$ cat src/btc_pkg.sv
// Shared types, constants and arithmetic helpers for the barometric
// temperature/pressure compensation pipeline. No dependencies.
`timescale 1ns / 1ps
`default_nettype none
package btc_pkg;

    localparam int DIV_W = 32;
    localparam int IDX_W = 3;
    localparam int CFG_W = 32;

    localparam logic [IDX_W-1:0] REG_OSS     = 3'd0;
    localparam logic [IDX_W-1:0] REG_AC1_AC2 = 3'd1;
    localparam logic [IDX_W-1:0] REG_AC3_AC4 = 3'd2;
    localparam logic [IDX_W-1:0] REG_AC5_AC6 = 3'd3;
    localparam logic [IDX_W-1:0] REG_B1_B2   = 3'd4;
    localparam logic [IDX_W-1:0] REG_MC_MD   = 3'd5;

    localparam logic [31:0] C_B5_ROUND = 32'd8;
    localparam logic [31:0] C_B6_OFF   = 32'd4000;
    localparam logic [31:0] C_B7_NUM   = 32'd50000;
    localparam logic [31:0] C_B4_OFF   = 32'd32768;
    localparam logic [31:0] C_P_K1     = 32'd3038;
    localparam logic [31:0] C_P_K2     = 32'hFFFF_E343;  // -7357
    localparam logic [31:0] C_P_K3     = 32'd3791;
    localparam logic [17:0] C_P_MAX    = 18'h3FFFF;

    typedef struct packed {
        logic [15:0] raw_temperature;
        logic [15:0] raw_pressure;
    } in_t;

    typedef struct packed {
        logic signed [15:0] temperature_tenths;
        logic        [17:0] pressure_pa;
        logic               divide_fault;
    } out_t;

    typedef struct packed {
        logic [1:0]  oss;
        logic [31:0] ac1_ac2;
        logic [31:0] ac3_ac4;
        logic [31:0] ac5_ac6;
        logic [31:0] b1_b2;
        logic [31:0] mc_md;
    } cfg_t;

    // Working set of one sample pair; each stage fills in its own fields.
    typedef struct packed {
        logic [15:0] ut;
        logic [15:0] up;
        logic [31:0] tdiff;
        logic [31:0] m5;
        logic [31:0] x1;
        logic [31:0] dvd;
        logic [31:0] dvs;
        logic        neg;
        logic        fault;
        logic        post;
        logic [15:0] tsat;
        logic [31:0] b6;
        logic [31:0] sq0;
        logic [31:0] pa2;
        logic [31:0] pa3;
        logic [31:0] mb1;
        logic [31:0] mb2;
        logic [31:0] b3;
        logic [31:0] x3b;
        logic [31:0] b4p;
        logic [31:0] b7a;
        logic [31:0] b4;
        logic [31:0] b7;
        logic [31:0] p;
        logic [31:0] sq;
        logic [31:0] m2;
        logic [31:0] m3;
        logic [17:0] pres;
    } pipe_t;

    function automatic logic [31:0] sx16(input logic [15:0] v);
        return {{16{v[15]}}, v};
    endfunction

    function automatic logic [31:0] asr(input logic [31:0] v, input int unsigned n);
        return 32'($signed(v) >>> n);
    endfunction

    function automatic logic [15:0] sat16(input logic [31:0] v);
        logic all0;
        logic all1;
        all0 = ~|v[31:15];
        all1 = &v[31:15];
        if (all0 || all1)
            return v[15:0];
        else if (v[31])
            return 16'h8000;
        else
            return 16'h7FFF;
    endfunction

endpackage
`default_nettype wire

$ cat src/btc_post.sv
// Final stages: pressure quotient, second-order correction and
// saturation of the pressure result. Depends on btc_pkg.
`timescale 1ns / 1ps
`default_nettype none
module btc_post (
    input  wire logic           clk,
    input  wire logic           rst_n,
    input  wire logic           en,
    input  wire logic           in_valid,
    input  wire btc_pkg::pipe_t in_data,
    input  wire logic [31:0]    quot,
    output logic                out_valid,
    output btc_pkg::pipe_t      out_data
);
    import btc_pkg::*;

    localparam int N = 4;

    pipe_t        st_reg  [N];
    pipe_t        st_next [N];
    logic [N-1:0] vld_reg;
    logic [31:0]  pp;
    logic [31:0]  pf;

    always_comb
    begin
        st_next[0]   = in_data;
        st_next[0].p = in_data.post ? {quot[30:0], 1'b0} : quot;

        pp = asr(st_reg[0].p, 8);
        st_next[1]    = st_reg[0];
        st_next[1].sq = pp * pp;
        st_next[1].m2 = C_P_K2 * st_reg[0].p;

        st_next[2]    = st_reg[1];
        st_next[2].m3 = st_reg[1].sq * C_P_K1;

        pf = st_reg[2].p
           + asr(asr(st_reg[2].m3, 16) + asr(st_reg[2].m2, 16) + C_P_K3, 4);
        st_next[3] = st_reg[2];
        if (st_reg[2].fault || pf[31])
            st_next[3].pres = '0;
        else if (|pf[30:18])
            st_next[3].pres = C_P_MAX;
        else
            st_next[3].pres = pf[17:0];
    end

    always_ff @(posedge clk or negedge rst_n)
    begin
        if (!rst_n)
            vld_reg <= '0;
        else if (en)
            vld_reg <= {vld_reg[N-2:0], in_valid};
    end

    always_ff @(posedge clk)
    begin
        if (en)
        begin
            for (int k = 0; k < N; k++)
                st_reg[k] <= st_next[k];
        end
    end

    assign out_valid = vld_reg[N-1];
    assign out_data  = st_reg[N-1];

endmodule
`default_nettype wire

$ cat config.mk
export PLATFORM = sky130hd
export DESIGN_NAME = btc_post
export DESIGN_NICKNAME = d
export VERILOG_FILES = /design/src/btc_pkg.sv /design/src/btc_post.sv
export SDC_FILE = /design/constraint.sdc
export NUM_CORES = 2
export LEC_CHECK = 0
export BUFFER_PORTS_ARGS = -buffer_cell sky130_fd_sc_hd__buf_2
export CAP_MARGIN = 30
export CORE_AREA = 2 2 586 588
export CTS_CLUSTER_DIAMETER = 30
export DETAILED_ROUTE_END_ITERATION = 8
export DIE_AREA = 0 0 588 590
export PLACE_DENSITY = 0.49
export SLEW_MARGIN = 20
export SYNTH_ARGS = -nofsm -noshare
export SYNTH_HDL_FRONTEND = slang
export SYNTH_SLANG_ARGS = --single-unit
export TNS_END_PERCENT = 20
$ cat constraint.sdc
create_clock -name clk -period 10.6 [get_ports clk]
set_clock_uncertainty 0.2 [all_clocks]
set_input_delay 0.53 -clock clk [delete_from_list [all_inputs] [get_ports clk]]
set_output_delay 0.53 -clock clk [all_outputs]
set_load 0.01 [all_outputs]
==> results.json <==
{
  "outcome": "finished clean",
  "cts_tree": "yes",
  "holdWs_ns": 0.0794,
  "worstMarginPinSlew_ns": 1.12,
  "clkTransAtPathRegs_ns": 0.05,
  "ant_nets": 0,
  "setup_viol_count_final": 0,
  "synth_adder_area_share_pct": 15.4,
  "slew_headroom_pct": 25.6,
  "drv_cap": 0,
  "setup_tns_ns": 0,
  "largest_reg_flops": 2767,
  "grt_max_degree": 193,
  "synth-compound-area-share_pct": 1.81,
  "dieArea_sq_um": 347000,
  "place_congestion": 0.814,
  "async_flop_share_pct": 0.144,
  "rows": 215,
  "pin_count": 1519,
  "yosys_warnings": 0,
  "cts_setup_buffers": 0,
  "yosys.area.top_type_share_pct": 75.8,
  "crit_start": "st_reg[0][125]",
  "cp-end-kind": "register",
  "cp.required_ns": 11.07,
  "cts-root-buf": "clkbuf_16",
  "arrival_ns": 8.66,
  "io_buffers": 1370,
  "start_kind": "register",
  "synthFlopType": "edfxtp_1",
  "fillers": 30100,
  "hpwlAfterDp_mm": 201,
  "final_hold_viol_count": 0,
  "min_from": "in_data[236]",
  "final.min_clock_period_ns": 8.19,
  "grt_pass1_wl_mm": 400,
  "clk_path_buf_depth": 4,
  "numCtsBuffers": 580,
  "firstDrtPassIters": 5,
  "slew_violations": 0,
  "grt_pass1_vias": 60600,
  "drt_iter0_drc": 4115,
  "synth_top_family_by_area": "adder cells",
  "synth_cell_types": 71,
  "post-route-period-util_pct": 77.3,
  "layout_commonest_cell": "edfxtp_1",
  "ys_top_cells_by_area": "edfxtp_1 76%, fa_1 11%, ha_1 4.7%",
  "die_x_um": 588,
  "synthCells": 5645,
  "synth_simple_gate_area_share_pct": 2.04,
  "r2r-start": "st_reg[0][125]",
  "syn2layout_area_growth_pct": 37.8,
  "grt_overflow": 0,
  "track_usage_pct": 15.8,
  "path_class": "reg2reg",
  "synth-edff-count": 2767,
  "drive_above_1_share_pct": 26.9,
  "synth_xor_area_share_pct": 1.25,
  "dp_slack_ns": 2.43,
  "cts_max_level": 6,
  "synthMuxAreaShare_pct": 0.396,
  "wl_per_cell_um": 20.9,
  "ys_seq_area_share_pct": 75.9,
  "syn_avg_cell_area_sq_um": 19.4,
  "clock-sinks": 2771,
  "coreArea_sq_um": 341000,
  "die_h_um": 590,
  "min_path_type": "in2reg",
  "wl_mm": 281,
  "vias_per_cell": 4.25,
  "synth-seq-cells": 2771,
  "timing.fmax_ghz": 0.122,
  "vias": 57300,
  "num-nets-final": 10200,
  "initial_core_util_pct": 32.1,
  "rsz0062_at_grt": "false",
  "final_cell_mix": "2,767 x edfxtp_1, 1,369 x buf_2, 870 x inv_1",
  "antenna_found_initial": 31,
  "synth_area_sq_um": 110000,
  "clock_latency_ns": 1.00,
  "drc_errors": 0,
  "synth.largest_area_cell": "edfxtp_1",
  "fin_ws_ns": 2.41,
  "cp_max_fo": 9
}
==> what timing repair did <==
| item | CTS | global route |
|---|---|---|
| resized for setup | 0 | 0 |
| hold endpoints to repair | 677 | 0 |
| hold buffers | 817 | 0 |
| endpoints found under the setup margin | 0 | 0 |
==> cells in the mapped netlist, types with 4 or more instances <==
library cell	n
a211oi_1	7
a21boi_0	5
a21o_1	39
a21oi_1	89
a31oi_1	11
and2_1	67
and3_1	17
buf_4	6
clkbuf_1	32
clkinv_1	7
dfrtp_1	4
edfxtp_1	2767
fa_1	586
ha_1	411
inv_1	870
mux2_2	35
mux2i_1	4
nand2_1	152
nand2b_1	14
nand3_1	16
nor2_1	110
nor2b_1	19
nor3_1	27
nor4_1	6
o211ai_1	6
o21a_1	38
o21ai_0	45
o21ai_1	6
o21bai_1	12
o22ai_1	4
o31ai_1	4
or2_2	11
or3_1	4
xnor2_1	123
xor2_1	34
==> area by class of cell <==
class	instances	area [sq um]	share of cell area (%)
Multi-Input combinational cell	1958	22900	15.2
Timing Repair Buffer	2248	15700	10.4
Clock inverter	404	5230	3.46
Antenna cell	15	37.5	0.0249
Clock buffer	660	15000	9.90
Sequential cell	2771	83200	55.1
Inverter	877	3290	2.18
Tap cell	4557	5700	3.78
==> through the flow <==
step | cells | area (sq um) | util [%]
4_1_cts | 13500 | 151000 | 44.2
3_3_place_gp | 11600 | 123000 | 35.9
6_report | 13500 | 151000 | 44.3
5_1_grt | 13500 | 151000 | 44.3
2_1_floorplan | 5650 | 110000 | -
3_5_place_dp | 11600 | 123000 | 35.9
==> critical path, stage by stage (launching register included) <==
cell	delay (ns)
edfxtp_1	0.40
clkinv_1	0.60
nor2_1	0.51
fa_1	0.50
fa_1	0.47
fa_1	0.55
inv_1	0.05
fa_1	0.50
inv_1	0.06
fa_1	0.48
fa_1	0.49
inv_1	0.05
fa_1	0.47
inv_1	0.04
ha_1	0.33
and4_1	0.25
and3_1	0.19
a211o_1	0.28
a311o_1	0.36
nand2_1	0.13
a31oi_1	0.21
a211oi_1	0.44
a21oi_1	0.15
xnor2_1	0.15
==> worst paths after layout <==
kind | slack, ns | to | cells past startpoint
worst max-delay path | 2.41 | st_reg[1][113] | 23
worst min-delay path | 0.08 | st_reg[0][236] | 2
worst max register to register | 2.41 | st_reg[1][113] | 23
worst min register to register | 0.17 | st_reg[2][186] | 0
max in group asynchronous | 9.78 | vld_reg[3] | 3
min in group asynchronous | 0.25 | vld_reg[1] | 3
==> routing by layer <==
metal | global-route usage [%] | wire, um | part of all wire, % | up-vias
li1 | - | - | - | 26000
met1 | 19.0 | 111000 | 40 | 29000
met2 | 25.9 | 138000 | 49 | 1784
met3 | 5.17 | 21100 | 7.5 | 532
met4 | 6.73 | 11200 | 4.0 | 2
met5 | 0 | 13 | 0.0046 | -
==> kinds of logic after synthesis <==
logic type      after synthesis
compound gates              300
buf+inv                     921
mux                          39
fa+ha+maj                   997
simple gates                459
xor+xnor                    157
other cells                   1
flops                      2771
Power is not shown: default switching activity piles up to over one toggle a cycle in this logic, so the estimate is an artifact.
