## src/btc_pkg.sv

```systemverilog
// Shared types, constants and arithmetic helpers for the barometric
// temperature/pressure compensation pipeline. No dependencies.
`timescale 1ns / 1ps
`default_nettype none
package btc_pkg;

    localparam int DIV_W = 32;
    localparam int IDX_W = 3;
    localparam int CFG_W = 32;

    localparam logic [IDX_W-1:0] REG_OSS     = 3'd0;
    localparam logic [IDX_W-1:0] REG_AC1_AC2 = 3'd1;
    localparam logic [IDX_W-1:0] REG_AC3_AC4 = 3'd2;
    localparam logic [IDX_W-1:0] REG_AC5_AC6 = 3'd3;
    localparam logic [IDX_W-1:0] REG_B1_B2   = 3'd4;
    localparam logic [IDX_W-1:0] REG_MC_MD   = 3'd5;

    localparam logic [31:0] C_B5_ROUND = 32'd8;
    localparam logic [31:0] C_B6_OFF   = 32'd4000;
    localparam logic [31:0] C_B7_NUM   = 32'd50000;
    localparam logic [31:0] C_B4_OFF   = 32'd32768;
    localparam logic [31:0] C_P_K1     = 32'd3038;
    localparam logic [31:0] C_P_K2     = 32'hFFFF_E343;  // -7357
    localparam logic [31:0] C_P_K3     = 32'd3791;
    localparam logic [17:0] C_P_MAX    = 18'h3FFFF;

    typedef struct packed {
        logic [15:0] raw_temperature;
        logic [15:0] raw_pressure;
    } in_t;

    typedef struct packed {
        logic signed [15:0] temperature_tenths;
        logic        [17:0] pressure_pa;
        logic               divide_fault;
    } out_t;

    typedef struct packed {
        logic [1:0]  oss;
        logic [31:0] ac1_ac2;
        logic [31:0] ac3_ac4;
        logic [31:0] ac5_ac6;
        logic [31:0] b1_b2;
        logic [31:0] mc_md;
    } cfg_t;

    // Working set of one sample pair; each stage fills in its own fields.
    typedef struct packed {
        logic [15:0] ut;
        logic [15:0] up;
        logic [31:0] tdiff;
        logic [31:0] m5;
        logic [31:0] x1;
        logic [31:0] dvd;
        logic [31:0] dvs;
        logic        neg;
        logic        fault;
        logic        post;
        logic [15:0] tsat;
        logic [31:0] b6;
        logic [31:0] sq0;
        logic [31:0] pa2;
        logic [31:0] pa3;
        logic [31:0] mb1;
        logic [31:0] mb2;
        logic [31:0] b3;
        logic [31:0] x3b;
        logic [31:0] b4p;
        logic [31:0] b7a;
        logic [31:0] b4;
        logic [31:0] b7;
        logic [31:0] p;
        logic [31:0] sq;
        logic [31:0] m2;
        logic [31:0] m3;
        logic [17:0] pres;
    } pipe_t;

    function automatic logic [31:0] sx16(input logic [15:0] v);
        return {{16{v[15]}}, v};
    endfunction

    function automatic logic [31:0] asr(input logic [31:0] v, input int unsigned n);
        return 32'($signed(v) >>> n);
    endfunction

    function automatic logic [15:0] sat16(input logic [31:0] v);
        logic all0;
        logic all1;
        all0 = ~|v[31:15];
        all1 = &v[31:15];
        if (all0 || all1)
            return v[15:0];
        else if (v[31])
            return 16'h8000;
        else
            return 16'h7FFF;
    endfunction

endpackage
`default_nettype wire

```

## src/btc_pre.sv

```systemverilog
// Front stages: raw temperature offset, AC5 product, X1 and the signed
// operands of the temperature divide. Depends on btc_pkg.
`timescale 1ns / 1ps
`default_nettype none
module btc_pre (
    input  wire logic           clk,
    input  wire logic           rst_n,
    input  wire logic           en,
    input  wire logic           in_valid,
    input  wire btc_pkg::in_t   in_data,
    input  wire btc_pkg::cfg_t  cfg,
    output logic                out_valid,
    output btc_pkg::pipe_t      out_data
);
    import btc_pkg::*;

    localparam int N = 3;

    pipe_t      st_reg  [N];
    pipe_t      st_next [N];
    logic [N-1:0] vld_reg;
    logic [31:0]  num;
    logic [31:0]  den;
    logic [31:0]  x1;

    always_comb
    begin
        st_next[0]       = '0;
        st_next[0].ut    = in_data.raw_temperature;
        st_next[0].up    = in_data.raw_pressure;
        st_next[0].tdiff = {16'd0, in_data.raw_temperature} - {16'd0, cfg.ac5_ac6[15:0]};

        st_next[1]    = st_reg[0];
        st_next[1].m5 = st_reg[0].tdiff * {16'd0, cfg.ac5_ac6[31:16]};

        x1  = asr(st_reg[1].m5, 15);
        den = x1 + sx16(cfg.mc_md[15:0]);
        num = sx16(cfg.mc_md[31:16]) << 11;
        st_next[2]       = st_reg[1];
        st_next[2].x1    = x1;
        st_next[2].dvd   = num[31] ? (32'd0 - num) : num;
        st_next[2].dvs   = den[31] ? (32'd0 - den) : den;
        st_next[2].neg   = num[31] ^ den[31];
        st_next[2].fault = (den == 32'd0);
    end

    always_ff @(posedge clk or negedge rst_n)
    begin
        if (!rst_n)
            vld_reg <= '0;
        else if (en)
            vld_reg <= {vld_reg[N-2:0], in_valid};
    end

    always_ff @(posedge clk)
    begin
        if (en)
        begin
            for (int k = 0; k < N; k++)
                st_reg[k] <= st_next[k];
        end
    end

    assign out_valid = vld_reg[N-1];
    assign out_data  = st_reg[N-1];

endmodule
`default_nettype wire

```

## config.mk

```make
export PLATFORM = sky130hd
export DESIGN_NAME = btc_pre
export DESIGN_NICKNAME = d
export VERILOG_FILES = /design/src/btc_pkg.sv /design/src/btc_pre.sv
export SDC_FILE = /design/constraint.sdc
export NUM_CORES = 1
export LEC_CHECK = 0
export ABC_AREA = 0
export BUFFER_PORTS_ARGS = -buffer_cell sky130_fd_sc_hd__buf_4
export CAP_MARGIN = 20
export CORE_AREA = 2 2 369 371
export CTS_BUF_LIST = sky130_fd_sc_hd__clkbuf_4
export DETAILED_ROUTE_END_ITERATION = 16
export DIE_AREA = 0 0 371 373
export GPL_ROUTABILITY_DRIVEN = 0
export PLACE_DENSITY = 0.39
export SYNTH_ARGS = -nofsm -noshare
export SYNTH_HDL_FRONTEND = slang
export SYNTH_SLANG_ARGS = --single-unit
export TNS_END_PERCENT = 50
```

## constraint.sdc

```tcl
create_clock -name clk -period 8.2 [get_ports clk]
set_clock_uncertainty 0.2 [all_clocks]
set_input_delay 0.82 -clock clk [delete_from_list [all_inputs] [get_ports clk]]
set_output_delay 0.82 -clock clk [all_outputs]
set_load 0.05 [all_outputs]
```

==> summary by stage, run 1 <==
CTS
The total clock sinks is 252. Counting the buffers created by CTS gives 84. Once the clock tree was built, the setup fixing pass inserted 0 buffers. The clock root buffer is sky130_fd_sc_hd__clkbuf_4. Clock latency on the worst-skew pair, taken at its later pin, is 1000 ps. CTS built an H-tree with a depth of 3. The clock transition time at the flip-flop clock pins of the worst setup and hold paths is 60 ps. The post-CTS resize count is 0. The buffer levels on the longest clock path is 3. TritonCTS built the clock tree.

STA
The headroom to the max-slew limit is 44.1%. Derived from the worst setup path, the maximum achievable clock frequency is 142 MHz. For the pin with the worst max-slew slack, the measured transition is 839 ps. The setup TNS is 0 ps. Setup violations remaining at the end of the flow were counted as 0.

The final period demand of the worst path is 7060 ps. The worst path uses 86.1% of the clock period. Setup repair after global routing left no endpoint under its margin. The final count of pins violating max slew came to 0. The hold violation total from the final report is 0.

Layout
The area growth from synthesis to layout is 14.3%. After the last flow step, the layout net total stands at 3,222. The share of layout cells above drive strength 1 is 16.4%. The register with the most flip-flops in the layout has 249 of them. The number of fill cells in the layout is 14,800. The cell area after layout is 27,800 sq um.

Critical path
The worst flop-to-flop path startpoint is st_reg[0][684]. The data arrival at the endpoint of the critical path is 7530 ps. For the worst setup path, the data required time is 8670 ps.

For this run, the slowest stage of the critical path takes 730 ps. The maximum net fanout on the critical path is 17. The cell that appears most often on the critical path is sky130_fd_sc_hd__fa_1. Walking the worst path, the cells encountered are and2_1 -> fa_1 -> inv_1 -> fa_1 -> fa_1 -> fa_1 -> inv_1 -> fa_1 -> fa_1 -> ha_1 -> o2111a_1 -> a21oi_1 -> o21ai_0 -> buf_4 -> a21oi_1 -> buf_4 -> or4_1 -> a21oi_1 -> o41ai_1 -> xnor2_1.

The most critical setup path has its startpoint at st_reg[0][684]. The count of cells along the worst register-to-register path is 20. The end of the worst register-to-register path is st_reg[0][1417]. On the critical path, the stage with the largest delay is an instance of sky130_fd_sc_hd__edfxtp_1. The type of element capturing the critical path is a flop. The worst setup path is launched from a flop. The critical setup path kind is flop to flop. For flop-to-flop paths, the worst setup slack is 1140 ps.

Synth
The prevailing post-synth register cell is sky130_fd_sc_hd__edfxtp_1. The leading cell type by number of instances after synthesis is sky130_fd_sc_hd__buf_4. The sequential cell area fraction in the yosys report is 31.0%. By count the netlist is led by 622 x sky130_fd_sc_hd__buf_4, 341 x sky130_fd_sc_hd__inv_1, 272 x sky130_fd_sc_hd__fa_1. By area the synthesized netlist is led by sky130_fd_sc_hd__edfxtp_1 31%, sky130_fd_sc_hd__fa_1 22%, sky130_fd_sc_hd__buf_4 19%. The fraction of synthesized cell area taken by the top area cell type is 30.7%. The post-synthesis register bit count is 252. The post-synthesis instance total is 2,303. The largest total area in the synthesized netlist belongs to sky130_fd_sc_hd__edfxtp_1. In this run, synthesis inferred 249 flip-flops with an integrated enable. For this run, the number of Yosys warnings is 0. In this run the cell area of the synthesized design comes to 24,300 sq um. The post-synthesis async set-or-reset flop share is 1.19%. Yosys mapped the design onto 64 distinct sky130hd cell types.

A synthesized cell averages 10.6 sq um.

Placement
The count of buffers inserted at the top-level ports is 283. Detailed placement finished with a half-perimeter wire length of 45.1 mm. The post-detailed-placement cell area is 26,100 sq um.

Detailed routing
In the final routed layout, each cell accounts on average for 12.9 um. The post-route antenna net violation count is 0. The detailed-route DRC error count is 0. The routed wire length is 58.0 mm. Dividing the detail-routed via count by the number of cells gives 3.23.

After the first detailed-routing iteration, the DRC count stood at 566. The number of vias after detailed routing is 14,500. The first detailed-routing pass ran for 4 iterations.

Job
The tool flagged a number of max-cap violations equal to 0.

Global route
The initial antenna violation count came to 3. The via count of the first global-routing pass was 14,800. The total global-route track usage is 8.45%.

The largest net degree at the start of global routing is 130. The first global-routing pass estimated 88.6 mm of wire. For this run the aggregate overflow at the end of global routing stands at 0.

Floorplan
The floorplan die area is 138,000 sq um. The initial utilization of the core area, before any placement, comes to 18.1%. After floorplanning, the core was sized to cover 135,000 sq um. The number of top-level pins is 940.

The horizontal die dimension is 371 um. The floorplan has 135 rows. In this run the vertical extent of the chip is 373 um.

Worst hold path
The count of cells along the worst hold path is 1. The class of the tightest hold or removal check is input port to flop. The endpoint of the worst hold-timing path is st_reg[0][2216].

The source of the worst hold timing path is en.

Outcome
The run finished with clean final reports.
## cells by family (layout without fill, tap and decap cells)
group / after synthesis / in the layout / synth area share (%)
buffers and inverters: 1005 / 847 / 25.1
AND/OR/NAND/NOR: 415 / 415 / 8.38
adder cells (fa/ha/maj): 372 / 372 / 27.5
flip-flops: 252 / 252 / 31.0
AO/OA/AOI/OAI: 159 / 159 / 4.38
XOR/XNOR: 95 / 95 / 3.42
multiplexers: 4 / 4 / 0.180
other: 1 / 566 / 0.0154
## placed cells by master (no fill, tap or decap), types with 6 or more instances in the layout
cell type                       instances
sky130_fd_sc_hd__conb_1               560
sky130_fd_sc_hd__inv_1                341
sky130_fd_sc_hd__buf_4                298
sky130_fd_sc_hd__fa_1                 272
sky130_fd_sc_hd__edfxtp_1             249
sky130_fd_sc_hd__nand2_1              188
sky130_fd_sc_hd__and2_1               119
sky130_fd_sc_hd__clkbuf_4             115
sky130_fd_sc_hd__ha_1                 100
sky130_fd_sc_hd__xnor2_1               76
sky130_fd_sc_hd__dlygate4sd3_1         68
sky130_fd_sc_hd__a21oi_1               46
sky130_fd_sc_hd__nor2_1                31
sky130_fd_sc_hd__o21ai_0               26
sky130_fd_sc_hd__xor2_1                19
sky130_fd_sc_hd__nor3_1                19
sky130_fd_sc_hd__a21o_1                13
sky130_fd_sc_hd__nand3_1               13
sky130_fd_sc_hd__o21a_1                11
sky130_fd_sc_hd__nor2b_1               11
sky130_fd_sc_hd__clkinv_1              11
sky130_fd_sc_hd__o31ai_1               10
sky130_fd_sc_hd__diode_2                6
sky130_fd_sc_hd__or3_1                  6
sky130_fd_sc_hd__nand2b_1               6
sky130_fd_sc_hd__a211oi_1               6
## worst max path at each step
| stage | end | slack (ps) | cells after the start |
|---|---|---|---|
| after global routing | st_reg[0][1417] | 780 | 20 |
| after CTS | st_reg[0][1417] | 980 | 20 |
| after floorplan | st_reg[0][1417] | 1590 | 21 |
| final | st_reg[0][1417] | 1140 | 20 |
| after global placement | st_reg[0][1417] | 830 | 21 |
| after detailed placement | st_reg[0][1417] | 800 | 21 |
## metrics by stage
step | util, % | worst slack, ps | std cells | hold WS [ps]
2_1_floorplan | - | 1590 | 2862 | 200
3_3_place_gp | 19.4 | 827 | 4279 | 201
3_5_place_dp | 19.4 | 800 | 4279 | 205
4_1_cts | 20.7 | 983 | 4485 | 23.2
5_1_grt | 20.7 | 782 | 4491 | -7.39
6_report | 20.7 | 1140 | 4491 | 135
## critical path, delay by kind of cell (launching register included)
kind / cells / cell delay (ps)
compound gates: 6 / 1050
xor+xnor: 1 / 130
fa+ha+maj: 7 / 3330
buf+inv: 4 / 460
flops: 1 / 730
simple gates: 2 / 860
## cell type report
type | count | area, sq um | share of cell area (%)
diodes | 6 | 15.0 | 0.0540
clock buffers | 115 | 863 | 3.10
clock inverters | 23 | 143 | 0.513
inverters | 341 | 1280 | 4.60
multi-input cells | 1605 | 12800 | 45.9
flip-flops and latches | 252 | 7550 | 27.2
well taps | 1781 | 2230 | 8.01
repair buffers | 368 | 2950 | 10.6
## timing repair
item | CTS | global route
endpoints found under the setup margin | 0 | 0
hold endpoints to repair | 57 | 0
hold buffers | 68 | 0
## per-layer routing
metal  vias to the layer above  track usage (%)  wire, um
met2                       403             14.7     29800
met1                      7212             10.0     24100
met5                         -                0        13
met4                         2             3.14      1260
met3                        76             1.88      2800
li1                       6806                -         -
Power of run 1 is left out: the tool's default activity adds up to more than one toggle a clock period on the data nets, which glitch-free logic cannot reach.
==> run 2: changes to the inputs <==
Settings changed: ABC_AREA 0 to 1, CORE_AREA 2 2 369 371 to 2 2 365 367, DIE_AREA 0 0 371 373 to 0 0 367 369, PLACE_DENSITY 0.39 to 0.4.
==> run 2 against run 1 <==
Compared with the run above:
- synthesized area up 4.0%
- cell area up 2.5%
- sequential share of layout area down 0.66 points
- final cell count increased by 7.5%
- via count up 11%
- flip-flop and latch count unchanged
==> summary by stage, run 2 <==
Floorplan
The die extent in y is 369 um (-1.1%). The total core area is 131,000 sq um (-2.6%). The horizontal die dimension came to 367 um (-1.1%). The initial core utilization is 19.3% (+1.2 points). The number of placement rows was 133 (-1.5%). The number of top-level pins was 940 (unchanged).

The floorplan die area is 135,000 sq um (-2.1%).

Layout
The layout net count was 3,583 (+11%). The share of layout cells above drive strength 1 is 14.7% (-1.7 points). The count of placed standard cells in the final layout, fillers left out is 4,830 (+7.5%). The most common cell after layout, fill and taps aside is sky130_fd_sc_hd__conb_1.

From synthesis to final layout, the design area changed by 12.5%. Leaving out fill and tap cells, the most frequent cells in the layout are 560 x sky130_fd_sc_hd__conb_1, 542 x sky130_fd_sc_hd__inv_1, 483 x sky130_fd_sc_hd__nand2_1, 286 x sky130_fd_sc_hd__buf_4, 272 x sky130_fd_sc_hd__fa_1. The flip-flop count of the largest register, all copies and words added is 249 (unchanged).

Synth
The summed instance area of the synthesized netlist is 25,300 sq um (+4.0%). The synthesized area divided by synthesized cell count came to 9.34 sq um (-12%). The fraction of synthesized cell area taken by the top area cell type is 29.5% (-1.2 points). The number of enable-type register cells in the synthesized netlist is 249 (unchanged).

The commonest cells after synthesis are 622 x sky130_fd_sc_hd__buf_4, 542 x sky130_fd_sc_hd__inv_1, 483 x sky130_fd_sc_hd__nand2_1. The leading cell type by number of instances after synthesis is sky130_fd_sc_hd__buf_4. The largest area contributor in the netlist is sky130_fd_sc_hd__edfxtp_1. The sequential cell area fraction in the yosys report is 29.8% (-1.2 points). The synthesis warning total was 0 (unchanged). The post-synthesis instance total is 2,711 (+18%). After synthesis, the cell types taking the most area are sky130_fd_sc_hd__edfxtp_1 30%, sky130_fd_sc_hd__fa_1 21%, sky130_fd_sc_hd__buf_4 18%. The most used flip-flop cell after synthesis is sky130_fd_sc_hd__edfxtp_1. The number of distinct library cells after synthesis is 47 (-27%).

The post-synthesis async set-or-reset flop share is 1.19% (unchanged). The post-synthesis register bit count is 252 (unchanged).

CTS
The number of H-tree branching levels was 3 (unchanged). The total clock sinks is 252 (unchanged). The post-CTS resize count came to 0 (unchanged).

The clock root buffer is sky130_fd_sc_hd__clkbuf_4. The number of buffers inserted during clock tree synthesis is 81 (-3.6%). The source-to-sink clock delay at the later pin of the worst-skew pair came to 910 ps (-90 ps). The clock transition time at the flip-flop clock pins of the worst setup and hold paths is 70 ps (about the same). The post-CTS setup buffer count is 0 (unchanged).

The buffer levels on the longest clock path came to 3 (unchanged). The number of buffers inserted by hold repair at cts came to 62 (-8.8%). TritonCTS built the clock tree.

STA
The hold violation total from the final report was 0 (unchanged). The actual transition at the worst max-transition pin is 976 ps (+137 ps). The highest clock rate is 148 MHz (+4.4%).

The total of endpoints with negative setup slack in the final report came to 0 (unchanged). Setup repair after global routing left no endpoint under its margin. The final period demand of the worst path came to 6760 ps (-299 ps).

The setup TNS is 0 ps (unchanged). The final cycle utilization of the critical path is 82.5% (-3.6 points). The worst hold margin was 183 ps (+47.8 ps). The headroom to the max-slew limit is 34.9% (-9.2 points). The final count of pins violating max slew came to 0 (unchanged).

Global route
The total global-route track usage is 9.53% (+1.1 points). The overall overflow remaining after global route is 0 (unchanged). The first-pass GRT wire length is 96.8 mm (+9.2%). The via count of the first global-routing pass is 16,100 (+8.9%). The initial antenna violation count is 8 (+5).

The largest net degree at the start of global routing was 138 (+6.2%).

Critical path
The launching element type of the critical path is a flop. The data arrival at the endpoint of the critical path is 7260 ps (-270 ps). The maximum net fanout on the critical path is 17 (unchanged).

Tracing the worst setup path back leads to its startpoint at st_reg[0][684]. The signal on the critical path passes through nand2_1 -> fa_1 -> inv_1 -> fa_1 -> inv_1 -> fa_1 -> inv_1 -> fa_1 -> fa_1 -> inv_1 -> fa_1 -> inv_1 -> ha_1 -> nand2_1 -> inv_1 -> a21oi_1 -> o21ai_0 -> a21oi_1 -> o21ai_1 -> a21oi_1 -> xnor2_1. Following the worst setup path forward leads to its endpoint at st_reg[0][1410]. The highest cell delay on the worst timing path came to 990 ps (+260 ps). The end of the worst register-to-register path is st_reg[0][1410]. The critical setup path kind is flop to flop. The startpoint identified for the worst register-to-register timing path is st_reg[0][684].

The count of cells along the worst register-to-register path was 21 (+5.0%). The largest individual stage delay along the critical path comes from the cell sky130_fd_sc_hd__edfxtp_1. The type of element capturing the critical path is a flop.

The register-to-register path setup slack is 1440 ps (+300 ps). The required time reported for the critical path endpoint is 8690 ps (+20 ps).

Detailed routing
The post-route antenna net violation count is 0 (unchanged). The number of detailed-route iterations in the first pass is 5 (+1). The detailed-route DRC error count is 0 (unchanged). The routed wire length came to 65.3 mm (+13%). The average via count per standard cell is 3.33 (+3.3%). The post-detailed-route wirelength per cell is 13.5 um (+4.7%). The number of vias after detailed routing came to 16,100 (+11%).

The starting DRC count in detailed routing is 826 (+46%).

Worst hold path
The count of cells along the worst hold path is 1 (unchanged). The tightest min-delay check is of the input port to flop type.

Outcome
The flow ran to the end, and the final reports show no timing, DRC or antenna violations.

Job
The max-capacitance violation count is 0 (unchanged).

Placement
The count of buffers inserted at the top-level ports was 283 (unchanged). The placed wire-length estimate after detailed placement is 51.2 mm (+14%). The post-placement cell count is 4,623 (+8.0%).
## run 2: cell types whose count changed after synthesis, moves of 12 or more
cell                       previous run  this run
sky130_fd_sc_hd__nand2_2              0        15
sky130_fd_sc_hd__xnor2_1             76        34
sky130_fd_sc_hd__xor2_1              19        41
sky130_fd_sc_hd__a21oi_1             46        58
sky130_fd_sc_hd__nor2_1              31        64
sky130_fd_sc_hd__inv_1              341       542
sky130_fd_sc_hd__and2_1             119         2
sky130_fd_sc_hd__clkbuf_1            40        64
sky130_fd_sc_hd__nand2_1            188       483
sky130_fd_sc_hd__nand3_1             13        38
## run 2: worst min path at each step
stage	from	end	slack, ps
floorplan	st_reg[0][709]	st_reg[0][1450]	200
global placement	st_reg[0][1473]	st_reg[0][2214]	200
detailed placement	st_reg[0][713]	st_reg[0][1454]	200
CTS	cfg[31]	st_reg[0][2088]	20
global route	cfg[31]	st_reg[0][2088]	90
finish	en	st_reg[0][2145]	180
## run 2: routing by layer
layer / vias up / global-route usage (%) / wire, um
met2: 464 / 15.6 / 31600
met3: 105 / 2.07 / 3310
met4: 4 / 3.65 / 1890
met1: 7885 / 12.2 / 28500
met5: - / 0 / 28
li1: 7649 / - / -
## run 2: per-stage QoR
stage | utilization [%] | area, sq um | setup WS [ps]
finish | 21.7 | 28500 | 1440
global route | 21.7 | 28500 | 984
CTS | 21.7 | 28500 | 1390
detailed placement | 20.5 | 26900 | 1210
global placement | 20.5 | 26900 | 1240
floorplan | - | 27400 | 1720
## run 2: kinds of logic (layout without fill, tap and decap cells)
group	Yosys count	after routing	share of synthesized area (%)
buf+inv	1235	1036	27.6
simple gates	655	655	10.7
fa+ha+maj	372	372	26.4
flops	252	252	29.8
compound gates	117	117	2.61
xor+xnor	78	78	2.79
other cells	1	564	0.0148
mux	1	1	0.0445
## run 2: critical path, delay by kind of cell, from the launching register on
family                     cells  cell delay [ps]
xor gates and xnor gates       1              270
adders and majority gates      7             3450
AOI/OAI and AO/OA              5              980
DFF                            1              990
and+or+nand+nor                2              300
buffers and inverters          6              320
## run 2: layout make-up
| type | count | area (sq um) |
|---|---|---|
| well taps | 1755 | 2200 |
| inverters | 545 | 2050 |
| multi-input cells | 1783 | 12900 |
| diodes | 4 | 10.0 |
| clock inverters | 30 | 173 |
| fillers | 14500 | 103000 |
| flip-flops and latches | 252 | 7550 |
| repair buffers | 350 | 2800 |
| clock buffers | 111 | 833 |
Power of run 2 is left out for the same reason.
==> run 3: changes to the inputs <==
Clock period 8.2 ns to 6.4 ns, I/O delays scaled along.
==> run 3 against run 2 <==
Compared with the run above:
- sequential share of layout area shrank 1.4 points
- utilization grew 1.2 points
- maximum frequency grew 11%
- critical path depth is the same
- register-to-register slack lost 1100 ps
- final cell count grew 3.5%
- die area is the same
==> summary by stage, run 3 (synthesized netlist as in run 2, its figures left out) <==
Outcome
The flow ran to the end, and the final reports show no timing, DRC or antenna violations.

STA
The hold violation total from the final report is 0 (unchanged). The final cycle utilization of the critical path came to 95.4% (+13 points). The highest clock rate is 164 MHz (+11%). The actual transition at the worst max-transition pin is 860 ps (-116 ps). The headroom to the max-slew limit was 42.7% (+7.7 points).

Setup repair after global routing could not meet its margin everywhere. The total of endpoints with negative setup slack in the final report is 0 (unchanged). The setup TNS is 0 ps (unchanged). The final count of pins violating max slew is 0 (unchanged). The final period demand of the worst path was 6110 ps (-660 ps). The post-layout worst setup margin is 295 ps (-1140 ps).

Detailed routing
The number of vias after detailed routing is 16,600 (+3.2%). The detailed-route DRC error count came to 0 (unchanged). The routed wire length was 66.0 mm (+1.2%). The post-detailed-route wirelength per cell is 13.2 um (-2.3%). The number of detailed-route iterations in the first pass came to 5 (unchanged).

The average via count per standard cell came to 3.32 (-0.30%). The post-route antenna net violation count is 0 (unchanged). The starting DRC count in detailed routing is 647 (-22%).

Layout
Leaving out fill and tap cells, the most frequent cells in the layout are 560 x sky130_fd_sc_hd__conb_1, 542 x sky130_fd_sc_hd__inv_1, 480 x sky130_fd_sc_hd__nand2_1, 421 x sky130_fd_sc_hd__buf_4, 269 x sky130_fd_sc_hd__fa_1. The sequential standard cell area came to 7550 sq um (unchanged). The cell area after layout is 30,100 sq um (+5.6%).

The share of layout cells above drive strength 1 came to 19.2% (+4.4 points). The flip-flop count of the largest register, all copies and words added is 249 (unchanged). The most common cell after layout, fill and taps aside is sky130_fd_sc_hd__conb_1. Compared with the post-synthesis result, the final layout area differs by 18.8%.

The number of fill cells in the layout was 14,500 (-0.50%). The area of combinational cells with multiple inputs is 13,000 sq um (+0.70%). The layout net count is 3,752 (+4.7%). The final core area utilization is 23.0% (+1.2 points).

Critical path
The end point of the critical path is st_reg[0][1415]. The highest cell delay on the worst timing path came to 550 ps (-440 ps). On the critical path, the stage with the largest delay is an instance of sky130_fd_sc_hd__fa_1. The start point of the critical path is st_reg[0][708]. The register-to-register path setup slack came to 290 ps (-1140 ps). The required time reported for the critical path endpoint came to 6880 ps (-1810 ps). The type of element capturing the critical path is a flop. The end of the worst register-to-register path is st_reg[0][1415].

The worst register-to-register path begins at st_reg[0][708]. Traced cell by cell, the critical path runs through buf_12 -> buf_4 -> nand2_1 -> inv_1 -> fa_1 -> fa_1 -> inv_1 -> fa_1 -> inv_1 -> fa_1 -> fa_1 -> inv_1 -> fa_1 -> inv_1 -> ha_1 -> nand2_1 -> buf_4 -> nor4_4 -> nand3_1 -> nand3_1 -> nand2_1. The count of cells along the worst register-to-register path is 21 (unchanged). The worst setup path is launched from a flop. The most numerous cell type found on the critical path is sky130_fd_sc_hd__fa_1.

The data arrival at the endpoint of the critical path is 6590 ps (-670 ps). The critical setup path kind is flop to flop. The maximum net fanout on the critical path was 10 (-7).

Global route
The first-pass GRT wire length is 98.4 mm (+1.6%). The initial antenna violation count is 5 (-3). The largest net degree at the start of global routing was 101 (-27%).

The overall overflow remaining after global route was 0 (unchanged). The total global-route track usage came to 9.67% (+0.13 points). The via count of the first global-routing pass came to 16,600 (+3.3%).

Floorplan
The horizontal die dimension is 367 um (unchanged). The initial core utilization is 19.3% (unchanged). The floorplan die area is 135,000 sq um (unchanged). The number of top-level pins is 940 (unchanged). The number of placement rows was 133 (unchanged). The total core area was 131,000 sq um (unchanged). The die extent in y came to 369 um (unchanged).

CTS
The source-to-sink clock delay at the later pin of the worst-skew pair was 920 ps (about the same). The number of H-tree branching levels is 3 (unchanged). The buffer levels on the longest clock path was 3 (unchanged).

The clock transition time at the flip-flop clock pins of the worst setup and hold paths came to 70 ps (about the same). The total clock sinks is 252 (unchanged). The clock root buffer is sky130_fd_sc_hd__clkbuf_4. The number of buffers inserted during clock tree synthesis is 81 (unchanged).

TritonCTS built the clock tree.

Worst hold path
The count of cells along the worst hold path was 0 (-1). The min-delay analysis places its worst path in the category flop to flop.

Placement
The placed wire-length estimate after detailed placement is 53.8 mm (+5.2%). The post-placement worst setup slack came to -160 ps (-1370 ps). The count of buffers inserted at the top-level ports is 283 (unchanged). The post-detailed-placement cell area was 28,100 sq um (+4.5%).

Job
The max-capacitance violation count is 0 (unchanged).
==> run 3: cell types whose count changed in the layout (fill, tap and decap cells not counted), sizes merged <==
cell,delta
dlygate4sd3,+22
clkbuf,+8
buf,+147
clkinv,-6
==> run 3: worst max-delay path: cells and delay by family (launching register included) <==
kind	cells	cell delay (ps)
AND/OR/NAND/NOR	6	930
adder cells (fa/ha/maj)	7	3500
buffers and inverters	8	800
flip-flops	1	440
==> run 3: stage by stage <==
| step | hold WS [ps] | std cells |
|---|---|---|
| after floorplan | 144 | 3270 |
| after global placement | 201 | 4766 |
| after detailed placement | 205 | 4766 |
| after CTS | 41.3 | 4993 |
| after global routing | 105 | 5000 |
| final | 184 | 5001 |
==> run 3: layout make-up <==
cell class	instances	share of cell area (%)
clock buffers	119	2.97
clock inverters	24	0.478
well taps	1755	7.29
diodes	4	0.0333
repair buffers	519	14.2
flip-flops and latches	252	25.1
multi-input cells	1783	43.1
inverters	545	6.80
==> run 3: how the worst min path moves through the flow <==
| stage | endpoint | slack [ps] | from |
|---|---|---|---|
| after floorplan | vld_reg[0] | 140 | rst_n |
| after global placement | st_reg[0][1471] | 200 | st_reg[0][730] |
| after detailed placement | st_reg[0][2167] | 200 | st_reg[0][1426] |
| after CTS | st_reg[0][2030] | 40 | cfg[15] |
| after global routing | st_reg[0][719] | 100 | in_data[10] |
| final | st_reg[0][1456] | 180 | st_reg[0][715] |
==> run 3: timing repair <==
| action | in CTS | in global routing |
|---|---|---|
| gates resized for setup | 0 | 27 |
| hold buffers | 84 | 0 |
| endpoints found under the hold margin | 112 | 0 |
| buffers inserted | 0 | 4 |
| endpoints found under the setup margin | 0 | 7 |
==> run 3: routing by layer <==
| metal | up-vias | wire [um] | global-route usage (%) |
|---|---|---|---|
| met1 | 8085 | 28900 | 12.4 |
| met3 | 98 | 3280 | 2.15 |
| met2 | 458 | 31800 | 15.7 |
| met4 | 0 | 2050 | 3.81 |
| met5 | - | 0 | 0 |
| li1 | 7987 | - | - |
Power of run 3 is left out for the same reason.
